**config.mk**
```make
export PLATFORM = sky130hd
export DESIGN_NAME = grid_block_occupancy_classifier
export DESIGN_NICKNAME = d
export VERILOG_FILES = /design/src/design/gboc_pkg.sv /design/src/design/gboc_tally.sv /design/src/design/gboc_divider.sv /design/src/design/grid_block_occupancy_classifier.sv
export SDC_FILE = /design/constraint.sdc
export NUM_CORES = 1
export LEC_CHECK = 0
export BUFFER_PORTS_ARGS = -buffer_cell sky130_fd_sc_hd__buf_4
export CORE_MARGIN = 3
export CORE_UTILIZATION = 65
export CTS_CLUSTER_DIAMETER = 40
export DETAILED_ROUTE_END_ITERATION = 8
export PLACE_DENSITY = 0.84
export REMOVE_ABC_BUFFERS = 1
export SLEW_MARGIN = 10
export SYNTH_ARGS = -nofsm -noshare
export SYNTH_HDL_FRONTEND = slang
export SYNTH_SLANG_ARGS = --single-unit
```
**constraint.sdc**
```tcl
create_clock -name aclk -period 7.55 [get_ports aclk]
set_input_delay 1.1325 -clock aclk [delete_from_list [all_inputs] [get_ports aclk]]
set_output_delay 1.1325 -clock aclk [all_outputs]
set_load 0.005 [all_outputs]
```
**src/design/gboc_pkg.sv**
```systemverilog
// Shared constants and types for the grid block occupancy classifier.
// No dependencies; imported by every module of the block.
package gboc_pkg;

    localparam int COST_W      = 8;
    localparam int SIDE_W      = 5;
    localparam int QUOT_W      = 6;
    localparam int MAX_SIDE_DEF = 16;
    localparam int SIDE_RESET  = 2;

    localparam logic [COST_W-1:0] COST_FREE    = 8'd0;
    localparam logic [COST_W-1:0] COST_OCC     = 8'd100;
    localparam logic [COST_W-1:0] COST_UNKNOWN = 8'd255;

    localparam logic [COST_W-1:0] OFFSET_MIXED_FREE = 8'd10;
    localparam logic [COST_W-1:0] OFFSET_MIXED_OCC  = 8'd50;

    // Control from the sequencer to the tally counters.
    typedef struct packed {
        logic count;
        logic clear;
    } tally_ctrl_t;

endpackage

```
**src/design/gboc_tally.sv**
```systemverilog
// Free, occupied and unknown tallies plus the count of cells seen in a block.
// Depends on gboc_pkg.
module gboc_tally
    import gboc_pkg::*;
#(
    parameter int TW = 9
) (
    input  logic              aclk,
    input  logic              aresetn,
    input  tally_ctrl_t       ctrl,
    input  logic [COST_W-1:0] cost,
    output logic [TW-1:0]     free_cnt,
    output logic [TW-1:0]     occ_cnt,
    output logic [TW-1:0]     unk_cnt,
    output logic [TW-1:0]     seen_cnt
);

    logic [TW-1:0] free_reg, occ_reg, unk_reg, seen_reg;

    always_ff @(posedge aclk) begin
        if (!aresetn || ctrl.clear) begin
            free_reg <= '0;
            occ_reg  <= '0;
            unk_reg  <= '0;
            seen_reg <= '0;
        end else if (ctrl.count) begin
            if (cost == COST_FREE) begin
                free_reg <= free_reg + 1'b1;
            end else if (cost == COST_UNKNOWN) begin
                unk_reg <= unk_reg + 1'b1;
            end else begin
                occ_reg <= occ_reg + 1'b1;
            end
            seen_reg <= seen_reg + 1'b1;
        end
    end

    assign free_cnt = free_reg;
    assign occ_cnt  = occ_reg;
    assign unk_cnt  = unk_reg;
    assign seen_cnt = seen_reg;

endmodule

```
**src/design/gboc_divider.sv**
```systemverilog
// Restoring divider giving floor(40 * x / n) for x <= n, one quotient bit a cycle.
// Depends on gboc_pkg.
module gboc_divider
    import gboc_pkg::*;
#(
    parameter int TW = 9
) (
    input  logic              aclk,
    input  logic              aresetn,
    input  logic              start,
    input  logic [TW-1:0]     x,
    input  logic [TW-1:0]     n,
    output logic              done,
    output logic [QUOT_W-1:0] quot
);

    localparam int RW    = TW + QUOT_W;
    localparam int STEPW = (QUOT_W > 1) ? $clog2(QUOT_W) : 1;

    logic [RW-1:0]     rem_reg, div_reg;
    logic [QUOT_W-1:0] quot_reg;
    logic [STEPW-1:0]  step_reg;
    logic              busy_reg, done_reg;
    logic [RW-1:0]     x_ext;
    logic              ge;

    assign x_ext = RW'(x);
    assign ge    = (rem_reg >= div_reg);

    always_ff @(posedge aclk) begin
        if (!aresetn) begin
            busy_reg <= 1'b0;
            done_reg <= 1'b0;
        end else begin
            done_reg <= 1'b0;
            if (start) begin
                // 40x = 32x + 8x; the divisor starts aligned to the top quotient bit.
                rem_reg  <= (x_ext << 5) + (x_ext << 3);
                div_reg  <= RW'(n) << (QUOT_W - 1);
                quot_reg <= '0;
                step_reg <= STEPW'(QUOT_W - 1);
                busy_reg <= 1'b1;
            end else if (busy_reg) begin
                if (ge) begin
                    rem_reg <= rem_reg - div_reg;
                end
                quot_reg <= {quot_reg[QUOT_W-2:0], ge};
                div_reg  <= div_reg >> 1;
                step_reg <= step_reg - 1'b1;
                if (step_reg == '0) begin
                    busy_reg <= 1'b0;
                    done_reg <= 1'b1;
                end
            end
        end
    end

    assign done = done_reg;
    assign quot = quot_reg;

endmodule

```
**src/design/grid_block_occupancy_classifier.sv**
```systemverilog
// Grid block occupancy classifier: counts a square block of fine costs and
// reduces it to one coarse cost. A beat that does not close a block leaves the
// input ready. A closing beat gives its result from the decide state, or from
// the shared divider (six iterations, then its done strobe) when the graded
// cost needs it; an outside-map beat gives 255 in the next cycle. The input is
// not ready from a closing or outside-map beat until its result is taken.
// Synchronous active-low reset clears the tallies and sets the side to 2;
// configuration writes also clear the tallies.
module grid_block_occupancy_classifier
    import gboc_pkg::*;
#(
    parameter int MAX_SIDE = MAX_SIDE_DEF
) (
    input  logic              aclk,
    input  logic              aresetn,
    input  logic              cfg_we,
    input  logic [SIDE_W-1:0] cfg_wdata,
    input  logic              s_valid,
    output logic              s_ready,
    input  logic [COST_W-1:0] s_sub_cell_cost,
    input  logic              s_outside_map,
    output logic              m_valid,
    input  logic              m_ready,
    output logic [COST_W-1:0] m_coarse_cost
);

    localparam int TW     = $clog2(MAX_SIDE * MAX_SIDE + 1);
    localparam int SW     = $clog2(MAX_SIDE + 1);
    localparam int CW     = (SW > SIDE_W) ? SW : SIDE_W;
    localparam int EW     = TW + 4;
    localparam int SIDE_R = (SIDE_RESET > MAX_SIDE) ? MAX_SIDE : SIDE_RESET;
    localparam int N_R    = SIDE_R * SIDE_R;

    typedef enum logic [1:0] {
        ST_IDLE,
        ST_DECIDE,
        ST_DIVIDE,
        ST_OUTPUT
    } state_t;

    state_t            state_reg;
    logic [TW-1:0]     n_reg;
    logic              m_valid_reg;
    logic [COST_W-1:0] cost_reg;
    logic [COST_W-1:0] offset_reg;

    logic [CW-1:0]     side_c;
    logic [2*CW-1:0]   side_sq;
    tally_ctrl_t       tctrl;
    logic [TW-1:0]     free_cnt, occ_cnt, unk_cnt, seen_cnt;
    logic              accept, last_cell;
    logic              div_start, div_done;
    logic [TW-1:0]     div_x;
    logic [QUOT_W-1:0] div_quot;
    logic [EW-1:0]     ten_free, ten_unk, free_thr, unk_thr;
    logic              free_wins, unk_excess;

    // Block size from the written side, a zero side taken as one and a larger side clamped to MAX_SIDE.
    always_comb begin
        side_c = CW'(cfg_wdata);
        if (side_c == '0) begin
            side_c = CW'(1);
        end else if (side_c > CW'(MAX_SIDE)) begin
            side_c = CW'(MAX_SIDE);
        end
    end
    assign side_sq = (2*CW)'(side_c) * (2*CW)'(side_c);

    assign s_ready   = (state_reg == ST_IDLE);
    assign accept    = s_valid && s_ready;
    assign last_cell = ((TW+1)'(seen_cnt) + 1'b1) >= (TW+1)'(n_reg);

    // free > round(0.8n) holds exactly when 10*free > 8n + 5, and likewise
    // unknown > round(0.4n) when 10*unknown > 4n + 5.
    assign ten_free   = (EW'(free_cnt) << 3) + (EW'(free_cnt) << 1);
    assign ten_unk    = (EW'(unk_cnt) << 3) + (EW'(unk_cnt) << 1);
    assign free_thr   = (EW'(n_reg) << 3) + EW'(5);
    assign unk_thr    = (EW'(n_reg) << 2) + EW'(5);
    assign free_wins  = ten_free > free_thr;
    assign unk_excess = ten_unk > unk_thr;

    logic mixed_free, mixed_occ;
    assign mixed_free = (free_cnt != '0) && (unk_cnt != '0) && (occ_cnt == '0);
    assign mixed_occ  = (free_cnt != '0) && (occ_cnt != '0);

    always_comb begin
        tctrl.count = accept && !s_outside_map;
        tctrl.clear = cfg_we || (accept && s_outside_map) || (state_reg == ST_DECIDE);
    end

    assign div_start = (state_reg == ST_DECIDE) && !free_wins && (occ_cnt != n_reg)
                       && (unk_cnt != n_reg) && (mixed_free || (mixed_occ && !unk_excess));
    assign div_x     = mixed_free ? free_cnt : occ_cnt;

    always_ff @(posedge aclk) begin
        if (!aresetn) begin
            state_reg   <= ST_IDLE;
            n_reg       <= TW'(N_R);
            m_valid_reg <= 1'b0;
        end else begin
            if (cfg_we) begin
                n_reg <= side_sq[TW-1:0];
            end
            case (state_reg)
                ST_IDLE: begin
                    if (accept) begin
                        if (s_outside_map) begin
                            cost_reg    <= COST_UNKNOWN;
                            m_valid_reg <= 1'b1;
                            state_reg   <= ST_OUTPUT;
                        end else if (last_cell) begin
                            state_reg <= ST_DECIDE;
                        end
                    end
                end
                ST_DECIDE: begin
                    if (div_start) begin
                        offset_reg <= mixed_free ? OFFSET_MIXED_FREE : OFFSET_MIXED_OCC;
                        state_reg  <= ST_DIVIDE;
                    end else begin
                        if (free_wins) begin
                            cost_reg <= COST_FREE;
                        end else if (occ_cnt == n_reg) begin
                            cost_reg <= COST_OCC;
                        end else begin
                            cost_reg <= COST_UNKNOWN;
                        end
                        m_valid_reg <= 1'b1;
                        state_reg   <= ST_OUTPUT;
                    end
                end
                ST_DIVIDE: begin
                    if (div_done) begin
                        cost_reg    <= COST_W'(div_quot) + offset_reg;
                        m_valid_reg <= 1'b1;
                        state_reg   <= ST_OUTPUT;
                    end
                end
                ST_OUTPUT: begin
                    if (m_ready) begin
                        m_valid_reg <= 1'b0;
                        state_reg   <= ST_IDLE;
                    end
                end
                default: begin
                    m_valid_reg <= 1'b0;
                    state_reg   <= ST_IDLE;
                end
            endcase
        end
    end

    assign m_valid       = m_valid_reg;
    assign m_coarse_cost = cost_reg;

    gboc_tally #(
        .TW(TW)
    ) u_tally (
        .aclk    (aclk),
        .aresetn (aresetn),
        .ctrl    (tctrl),
        .cost    (s_sub_cell_cost),
        .free_cnt(free_cnt),
        .occ_cnt (occ_cnt),
        .unk_cnt (unk_cnt),
        .seen_cnt(seen_cnt)
    );

    gboc_divider #(
        .TW(TW)
    ) u_divider (
        .aclk   (aclk),
        .aresetn(aresetn),
        .start  (div_start),
        .x      (div_x),
        .n      (n_reg),
        .done   (div_done),
        .quot   (div_quot)
    );

`ifndef SYNTHESIS
    a_no_accept_while_result: assert property (@(posedge aclk) disable iff (!aresetn)
        !(s_ready && m_valid))
        else $error("input ready while a result beat is pending");

    a_cost_legal: assert property (@(posedge aclk) disable iff (!aresetn)
        m_valid |-> (m_coarse_cost == COST_FREE || m_coarse_cost == COST_OCC ||
                     m_coarse_cost == COST_UNKNOWN ||
                     (m_coarse_cost >= 8'd10 && m_coarse_cost <= 8'd90)))
        else $error("coarse cost outside its legal set");

    a_done_only_dividing: assert property (@(posedge aclk) disable iff (!aresetn)
        div_done |-> (state_reg == ST_DIVIDE))
        else $error("divider finished outside the divide step");

    a_tallies_clear_after_result: assert property (@(posedge aclk) disable iff (!aresetn)
        (m_valid && m_ready) |-> (seen_cnt == '0))
        else $error("tallies not cleared when a result beat leaves");
`endif

endmodule
```
==> results of run 1 <==
-- metrics by stage --
step	hold slack, ps	std cells	instance area, sq um	total power [mW]	setup WS [ps]
2_1_floorplan	454	765	7210	0.788	2590
3_3_place_gp	466	935	7610	0.873	2530
3_5_place_dp	477	935	7610	0.884	2350
4_1_cts	488	951	7920	1.37	2340
5_1_grt	521	951	7930	1.42	1900
6_report	487	951	7930	1.36	2310
-- path summary, 6_finish.rpt --
kind | start | end | slack [ps] | cells after the start
hold / removal | u_tally.seen_cnt[1] | u_tally.seen_cnt[1] | 490 | 2
setup reg to reg | u_tally.free_cnt[0] | u_divider.div_reg[13] | 2310 | 18
setup / recovery | u_tally.free_cnt[0] | u_divider.div_reg[13] | 2310 | 18
hold reg to reg | u_tally.seen_cnt[1] | u_tally.seen_cnt[1] | 490 | 2
-- kinds of logic after synthesis --
group                    count (synthesis)
flip-flops                              97
AO/OA/AOI/OAI                          163
AND/OR/NAND/NOR                        229
XOR/XNOR                                84
multiplexers                            27
adder cells (fa/ha/maj)                 95
other                                    2
buffers and inverters                   89
-- cells in the mapped netlist, drive strengths merged, types with 7 or more instances --
| cell | number |
|---|---|
| o21ai | 36 |
| xor2 | 42 |
| edfxtp | 48 |
| dfxtp | 49 |
| or3 | 8 |
| clkbuf | 16 |
| a31oi | 8 |
| fa | 7 |
| nor2b | 23 |
| nor3 | 16 |
| o21a | 11 |
| buf | 7 |
| nand3 | 20 |
| nor2 | 70 |
| nand2 | 38 |
| inv | 66 |
| nor4 | 7 |
| ha | 88 |
| a21oi | 40 |
| a211oi | 7 |
| nand4 | 12 |
| a21o | 29 |
| xnor2 | 42 |
| mux2i | 22 |
-- report_power, final --
group	switching, mW	internal (mW)	leakage, nW
combinational	0.154	0.116	2.51
sequential	0.0192	0.586	0.826
clock	0.210	0.273	0.156
-- worst register-to-register path, cell delays in order (launching register included) --
cell	delay, ps
dfxtp_1	370
ha_1	250
fa_1	410
a21o_1	190
a21oi_1	200
o21bai_1	90
a21oi_1	220
nor2b_1	70
o21ai_0	200
xnor2_1	100
ha_1	190
or4b_1	510
a221oi_2	190
a211oi_1	130
nor2_2	130
nand3_1	120
a21oi_4	130
buf_4	480
o21a_1	850
-- area by class of cell --
| type | count | area share |
|---|---|---|
| well taps | 140 | 0.0221 |
| multi-input cells | 602 | 0.573 |
| clock inverters | 6 | 0.00963 |
| inverters | 66 | 0.0313 |
| flip-flops and latches | 97 | 0.306 |
| clock buffers | 10 | 0.0301 |
| repair buffers | 30 | 0.0284 |
-- cells in the final DEF (no fill, tap or decap), types with 8 or more instances in the layout --
cell type,instances
a21o_1,29
a21oi_1,39
a31oi_1,8
buf_4,30
clkbuf_16,9
dfxtp_1,49
edfxtp_1,48
ha_1,88
inv_1,66
mux2i_1,22
nand2_1,38
nand3_1,20
nand4_1,12
nor2_1,69
nor2b_1,23
nor3_1,16
o21a_1,11
o21ai_0,36
or3_1,8
xnor2_1,42
xor2_1,42
-- routing by layer --
layer  routed length (microns)  part of all wire  GRT usage
met1                      6590              0.41      0.305
met2                      8070              0.50      0.467
met3                       749             0.047     0.0501
met4                       582             0.036      0.125
met5                         0                 0          0
==> impl_metrics.yaml, run 1 <==
synthesis:
  synth_edf_count: 48
  synth_seq_cells: 97
  synth_compound_area_frac: 0.151
  synth_cell_type_count: 66
  synth_top_family_by_area: "adder cells"
  yosysWarningCount: 0
  synthTopCellsByArea: "edfxtp_1 20%, ha_1 15%, dfxtp_1 13%, xnor2_1 5.0%, xor2_1 5.0%"
  syn_area_sq_um: 7310
  synthCells: 786
  synth_mux_area_frac: 0.0378
  synthAdderAreaFrac: 0.170
  synthSimpleGateAreaFrac: 0.159
  synth_largest_area_cell: "edfxtp_1"
  synthArstFlopShare: 0
  synth_xor_xnor_area_share: 0.101
  synth_top_area_frac: 0.197
  postSynthAreaPerCell_sq_um: 9.30
  seq_area_frac_synth: 0.331
  synthFlopType: "dfxtp_1"
timing:
  fin_crit_sh: 0.694
  slew_viol_final: 0
  final-hold-violation-count: 0
  fin_crit_ps: 5240
  rsz0062_at_grt: "false"
  fin_setup_tns_ps: 0
  setup_violations: 0
  slew_headroom: 0.302
  fmax_ghz: 0.191
  worst_pin_slew_ps: 1040
  finClkSkew_ps: 13.7
finish:
  largest_reg_flops: 15
  multi_input_area_sq_um: 4540
  layout.nets: 920
  area_growth_syn_to_layout_pct: 8.46
  drive_gt1_frac: 0.0703
  antennaDiodeCount: 0
  post-route-util: 0.725
  final.fill_count: 791
  regArea_sq_um: 2420
worst_setup_path:
  start_kind: "flip-flop"
  cp_max_fo: 46
  slowest_stage: "o21a_1"
  path_class: "reg2reg"
  arrival_ps: 5210
  cp.required_ps: 7520
  slowest_delay_ps: 850
  path_delay_family: "compound AO/OA/AOI/OAI gates"
  endpoint_kind: "flip-flop"
  crit_chain: "ha_1, fa_1, a21o_1, a21oi_1, o21bai_1, a21oi_1, nor2b_1, o21ai_0, xnor2_1, ha_1, or4b_1, a221oi_2, a211oi_1, nor2_2, nand3_1, a21oi_4, buf_4, o21a_1"
  path_buf_inv: 1
global_routing:
  grt_overflow_total: 0
  track_usage: 0.263
  grt_antenna_before_repair: 0
  grt_pass1_vias: 5883
  grt_max_degree: 47
  grt_pass1_wl_microns: 26900
die:
  rows: 38
  die_h_microns: 112
  start_util: 0.668
  core_area_sq_um: 10900
  die_area_sq_um: 12600
  die_w_microns: 112
  pin_count: 29
clocking:
  hold_buffers: 0
  root_buffer: "clkbuf_16"
  max-clock-path-buffers: 2
  cts_tree: "yes"
  cts_setup_buffers: 0
  clkLatencyLatePin_ps: 350
  cts_made_buffers: 9
  clock_sink_count: 97
  cts_resized: 0
  cts_max_level: 3
  path_clk_slew_ps: 80
route:
  via_per_inst: 6.07
  ant_nets: 0
  finalWirelength_microns: 16000
  drc_errors: 0
  wl_per_cell_microns: 16.8
  dr.pass1.iters: 5
  dr_total_vias: 5774
  drt_first_iter_violations: 374
run_status:
  status: "finished clean"
pwr:
  p_leak_nw: 3.49
  power_density_nw_per_um2: 171
  ir_drop_uv: 158
run:
  drv_cap: 0
worst_hold_path:
  hp-class: "reg2reg"
placement:
  portBuffers: 28
  dpl.hpwl_microns: 12300
  globalplace.congestion: 0.921
No activity file was read; power rests on OpenSTA's default activity.
==> run 2: changes to the inputs <==
--- a/config.mk
+++ b/config.mk
@@ -7,10 +7,10 @@
 export LEC_CHECK = 0
 export BUFFER_PORTS_ARGS = -buffer_cell sky130_fd_sc_hd__buf_4
 export CORE_MARGIN = 3
-export CORE_UTILIZATION = 65
+export CORE_UTILIZATION = 57
 export CTS_CLUSTER_DIAMETER = 40
 export DETAILED_ROUTE_END_ITERATION = 8
-export PLACE_DENSITY = 0.84
+export PLACE_DENSITY = 0.78
 export REMOVE_ABC_BUFFERS = 1
 export SLEW_MARGIN = 10
 export SYNTH_ARGS = -nofsm -noshare
==> constraint.sdc (replaced) <==
create_clock -name aclk -period 4.4 [get_ports aclk]
set_input_delay 0.66 -clock aclk [delete_from_list [all_inputs] [get_ports aclk]]
set_output_delay 0.66 -clock aclk [all_outputs]
set_load 0.005 [all_outputs]
==> impl_metrics.yaml, run 2 (synthesis gave the netlist of run 1 again) <==
die:
  rows: 40
  die_area_sq_um: 14200
  core_area_sq_um: 12300
  die_w_microns: 119
  start_util: 0.596
  die_h_microns: 119
  pin_count: 29
placement:
  globalplace.congestion: 0.879
  pre_cts_slack_ps: -6.34
  portBuffers: 28
  dpl.hpwl_microns: 12500
  dp_cells: 977
  placed_area_sq_um: 7770
worst_setup_path:
  crit_chain: "ha_1, fa_2, a21o_1, a21oi_2, o21bai_1, a21oi_2, nor2b_1, o21ai_1, xnor2_1, ha_1, or4b_1, a221oi_2, a211oi_1, nor2_2, nand3_1, a21oi_4, buf_12, o21a_1, buf_6"
  arrival_ps: 4270
  slowest_stage: "or4b_1"
  path_class: "reg2reg"
  cp.required_ps: 4460
  start_kind: "flip-flop"
  path_buf_inv: 2
  path_delay_family: "compound AO/OA/AOI/OAI gates"
  cp_max_fo: 15
  slowest_delay_ps: 520
  crit_cells: 19
  endpoint_kind: "flip-flop"
  ff2ff_path_depth: 19
global_routing:
  grt_overflow_total: 0
  grt_max_degree: 28
  grt_pass1_vias: 5798
  grt_pass1_wl_microns: 27100
  grt_antenna_before_repair: 0
  track_usage: 0.234
route:
  finalWirelength_microns: 16500
  ant_nets: 0
  dr_total_vias: 5807
  drc_errors: 0
  wl_per_cell_microns: 16.5
  dr.pass1.iters: 5
  via_per_inst: 5.81
  drt_first_iter_violations: 437
clocking:
  root_buffer: "clkbuf_16"
  hold_buffers: 0
  cts_max_level: 3
  cts_made_buffers: 9
  max-clock-path-buffers: 2
  clkLatencyLatePin_ps: 360
  cts_tree: "yes"
  clock_sink_count: 97
  path_clk_slew_ps: 70
timing:
  slew_headroom: 0.408
  final-hold-violation-count: 0
  setup_ws_ps: 191
  setup_violations: 0
  worst_pin_slew_ps: 879
  fin_crit_ps: 4210
  slew_viol_final: 0
  fmax_ghz: 0.238
  timing.hold.ws_ps: 503
  fin_setup_tns_ps: 0
  fin_crit_sh: 0.957
  finClkSkew_ps: 10.2
finish:
  stdcell_count: 999
  final_cell_mix: "88 x ha_1, 69 x nor2_1, 66 x inv_1, 49 x dfxtp_1, 48 x edfxtp_1"
  postLayoutCellArea_sq_um: 8160
  layout.nets: 940
  post-route-util: 0.665
  area_growth_syn_to_layout_pct: 11.6
  largest_reg_flops: 15
  layout_commonest_cell: "ha_1"
  drive_gt1_frac: 0.0963
  antennaDiodeCount: 0
  final.fill_count: 1000
worst_hold_path:
  holdPathStages: 2
  hp-class: "reg2reg"
pwr:
  fin_total_pwr_mw: 2.30
  p_leak_nw: 3.60
  power_density_nw_per_um2: 282
  ir_drop_uv: 236
run_status:
  status: "finished clean"
run:
  drv_cap: 0
## run 2: cell count changes in the layout (fill, tap and decap cells not counted), moves of 2 or more
cell / before / now
a21oi_1: 39 / 37
buf_6: 0 / 2
clkinv_4: 0 / 2
inv_8: 1 / 4
buf_4: 30 / 45
clkbuf_16: 9 / 11
inv_6: 4 / 1
a21oi_2: 0 / 2
## run 2: worst paths after layout
check	startpoint	endpoint	slack, ps
worst max-delay path	u_tally.free_cnt[0]	u_divider.quot[3]	190
worst min-delay path	u_tally.seen_cnt[1]	u_tally.seen_cnt[1]	500
worst max register to register	u_tally.free_cnt[0]	u_divider.quot[3]	190
worst min register to register	u_tally.seen_cnt[1]	u_tally.seen_cnt[1]	500
## run 2: worst register-to-register path: cells and delay by family (launching register included)
kind,cells,cell delay (ps)
AO/OA/AOI/OAI,9,1520
AND/OR/NAND/NOR,4,870
adder cells (fa/ha/maj),3,790
buffers and inverters,2,350
flip-flops,1,320
XOR/XNOR,1,80
## run 2: where the power goes
part | switching [mW] | internal (mW)
clock network | 0.378 | 0.403
logic | 0.270 | 0.210
registers | 0.0330 | 1.01
total | 0.681 | 1.62
## run 2: area by class of cell
class,count,area [sq um],share of cell area
timing repair buffer,50,430,0.0528
sequential,97,2420,0.297
clock buffer,9,225,0.0276
clock inverter,7,71.3,0.00874
tap,168,210,0.0258
multi-input combinational,602,4550,0.558
inverter,66,248,0.0304
## run 2: what timing repair did
item | 4_1_cts | 5_1_grt
resized for setup | 1 | 6
buffers inserted | 0 | 4
pin swaps | 0 | 1
setup endpoints to repair | 15 | 68
gates cloned | 0 | 2
## run 2: layer usage
layer  vias to the layer above  wire, microns  global-route usage
li1                       2868              -                   -
met1                      2797           7060               0.286
met2                       119           8500               0.416
met3                        23            558              0.0361
met4                         0            343              0.0825
met5                         -              0                   0
==> run 3: changes to the inputs <==
--- a/config.mk
+++ b/config.mk
@@ -5,6 +5,7 @@
 export SDC_FILE = /design/constraint.sdc
 export NUM_CORES = 1
 export LEC_CHECK = 0
+export ABC_AREA = 1
 export BUFFER_PORTS_ARGS = -buffer_cell sky130_fd_sc_hd__buf_4
 export CORE_MARGIN = 3
 export CORE_UTILIZATION = 57
==> impl_metrics.yaml, run 3 <==
run_status:
  status: "finished clean"
synthesis:
  synth_largest_area_cell: "edfxtp_1"
  synth_top_family_by_area: "simple AND/OR/NAND/NOR gates"
  synth_edf_count: 48
  synthAdderAreaFrac: 0.168
  synth_mux_area_frac: 0
  synthFlopType: "dfxtp_1"
  synthSimpleGateAreaFrac: 0.227
  synthCells: 973
  synth_compound_area_frac: 0.133
  seq_area_frac_synth: 0.327
  synth.most_common_cell: "nand2_1"
  yosysWarningCount: 0
  synth_top_area_frac: 0.195
  synth_xor_xnor_area_share: 0.0532
  synth_seq_cells: 97
  postSynthAreaPerCell_sq_um: 7.61
  syn_area_sq_um: 7410
  synth_cell_type_count: 44
  synthTopCellsByArea: "edfxtp_1 19%, ha_1 15%, dfxtp_1 13%, nand2_1 8.8%, inv_1 7.9%"
  synthArstFlopShare: 0
  yosys-top-cells-count: "173 x nand2_1, 155 x inv_1, 100 x nor2_1"
finish:
  multi_input_area_sq_um: 4330
  largest_reg_flops: 15
  regArea_sq_um: 2420
  final.fill_count: 1094
  final_cell_mix: "173 x nand2_1, 155 x inv_1, 100 x nor2_1, 88 x ha_1, 73 x a21oi_1"
  area_growth_syn_to_layout_pct: 9.85
  antennaDiodeCount: 0
  drive_gt1_frac: 0.0760
  stdcell_count: 1185
  layout.nets: 1122
  layout_commonest_cell: "nand2_1"
worst_setup_path:
  start_kind: "flip-flop"
  cp-startpoint: "u_tally.free_cnt[2]"
  path_class: "reg2reg"
  cp_max_fo: 30
  endpoint_kind: "flip-flop"
  slowest_stage: "inv_2"
  arrival_ps: 3910
  slowest_delay_ps: 440
  r2r-start: "u_tally.free_cnt[2]"
  crit_chain: "ha_1, fa_1, nand3_1, nand2_1, a21oi_1, o21bai_1, a21oi_1, nor2_1, xor2_1, inv_1, ha_1, nor3_1, nand4_1, nor2_1, nand2_2, inv_2, nand2_1, o21ai_1"
  cp.required_ps: 4610
global_routing:
  grt_overflow_total: 0
  grt_busiest_layer: "met2"
  grt_max_degree: 31
  use_met2: 0.388
  track_usage: 0.235
  gr-usage-met1: 0.320
  grt_use_met3: 0.0396
  grt_antenna_before_repair: 0
  grt_pass1_wl_microns: 27700
  grt_pass1_vias: 5942
worst_hold_path:
  min-delay-start: "m_valid"
  hp-class: "reg2reg"
die:
  start_util: 0.584
  pin_count: 29
  die_w_microns: 120
  die_area_sq_um: 14400
  rows: 41
  die_h_microns: 120
  core_area_sq_um: 12700
placement:
  pre_cts_slack_ps: 703
  globalplace.congestion: 0.886
  dpl.hpwl_microns: 12400
  dp_cells: 1169
  portBuffers: 28
timing:
  slew_headroom: 0.501
  setup_ws_ps: 702
  fin_crit_ps: 3700
  slew_viol_final: 0
  rsz0062_at_grt: "false"
  fin_crit_sh: 0.841
  setup_violations: 0
  fin_setup_tns_ps: 0
  final-hold-violation-count: 0
  fmax_ghz: 0.270
  worst_pin_slew_ps: 747
  finClkSkew_ps: 9.34
clocking:
  path_clk_slew_ps: 80
  cts_tree: "yes"
  cts_setup_buffers: 0
  clock_sink_count: 97
  cts_resized: 0
  max-clock-path-buffers: 2
  hold_buffers: 0
  clkLatencyLatePin_ps: 350
  cts_max_level: 3
  root_buffer: "clkbuf_16"
  cts_made_buffers: 9
pwr:
  p_leak_nw: 3.90
  ir_drop_uv: 328
  power_density_nw_per_um2: 295
route:
  ant_nets: 0
  drc_errors: 0
  dr.pass1.iters: 5
  finalWirelength_microns: 16100
  dr_total_vias: 6388
  via_per_inst: 5.39
  drt_first_iter_violations: 507
  wl_per_cell_microns: 13.6
run:
  drv_cap: 0
## run 3: cell types whose count changed after synthesis, moves of 10 or more
cell,change
mux2i_1,-22
a21oi_1,+34
xnor2_1,-26
nor2b_1,-23
a21o_1,-26
o21ai_0,+17
nand2_1,+135
nand3_1,+15
nor2_1,+31
inv_1,+89
xor2_1,-13
clkbuf_1,-10
o21ai_1,+23
## run 3: path summary, 6_finish.rpt
path | to | slack [ps] | cells after the start
worst max-delay path | u_divider.rem_reg[3] | 700 | 18
worst max register to register | u_divider.rem_reg[3] | 700 | 18
worst min-delay path | m_valid | 470 | 2
worst min register to register | m_valid | 470 | 2
## run 3: area by class of cell
class	count	area share
Clock buffer	9	0.0277
Clock inverter	7	0.0100
Inverter	162	0.0751
Multi-Input combinational cell	704	0.532
Sequential cell	97	0.298
Tap cell	172	0.0265
Timing Repair Buffer	34	0.0314
## run 3: worst max-delay path: cells and delay by family (launching register included)
kind / cells / cell delay (ps)
AND/OR/NAND/NOR: 8 / 1200
AO/OA/AOI/OAI: 4 / 500
buffers and inverters: 2 / 500
flip-flops: 1 / 370
XOR/XNOR: 1 / 130
adder cells (fa/ha/maj): 3 / 830
## run 3: cells by family after synthesis
| kind of cell | Yosys count |
|---|---|
| buffers and inverters | 174 |
| XOR/XNOR | 45 |
| adder cells (fa/ha/maj) | 95 |
| other | 2 |
| flip-flops | 97 |
| AND/OR/NAND/NOR | 377 |
| AO/OA/AOI/OAI | 183 |
## run 3: routing by layer
| layer | vias up | part of all wire |
|---|---|---|
| met5 | - | 0 |
| met4 | 0 | 0.014 |
| met3 | 22 | 0.050 |
| met2 | 155 | 0.47 |
| met1 | 2913 | 0.46 |
| li1 | 3298 | - |
## run 3: stage by stage
| stage | area, sq um | hold WS [ps] | power (mW) | util |
|---|---|---|---|---|
| 6_report | 8140 | 467 | 2.40 | 0.642 |
| 4_1_cts | 8140 | 468 | 2.41 | 0.642 |
| 5_1_grt | 8140 | 508 | 2.53 | 0.642 |
| 2_1_floorplan | 7350 | 455 | 1.43 | - |
| 3_3_place_gp | 7830 | 458 | 1.61 | 0.618 |
| 3_5_place_dp | 7830 | 458 | 1.62 | 0.618 |
## run 3: where the power goes
group          total (mW)  switching (mW)  internal (mW)
sequential           1.06          0.0371           1.02
combinational       0.544           0.338          0.206
clock               0.801           0.395          0.406
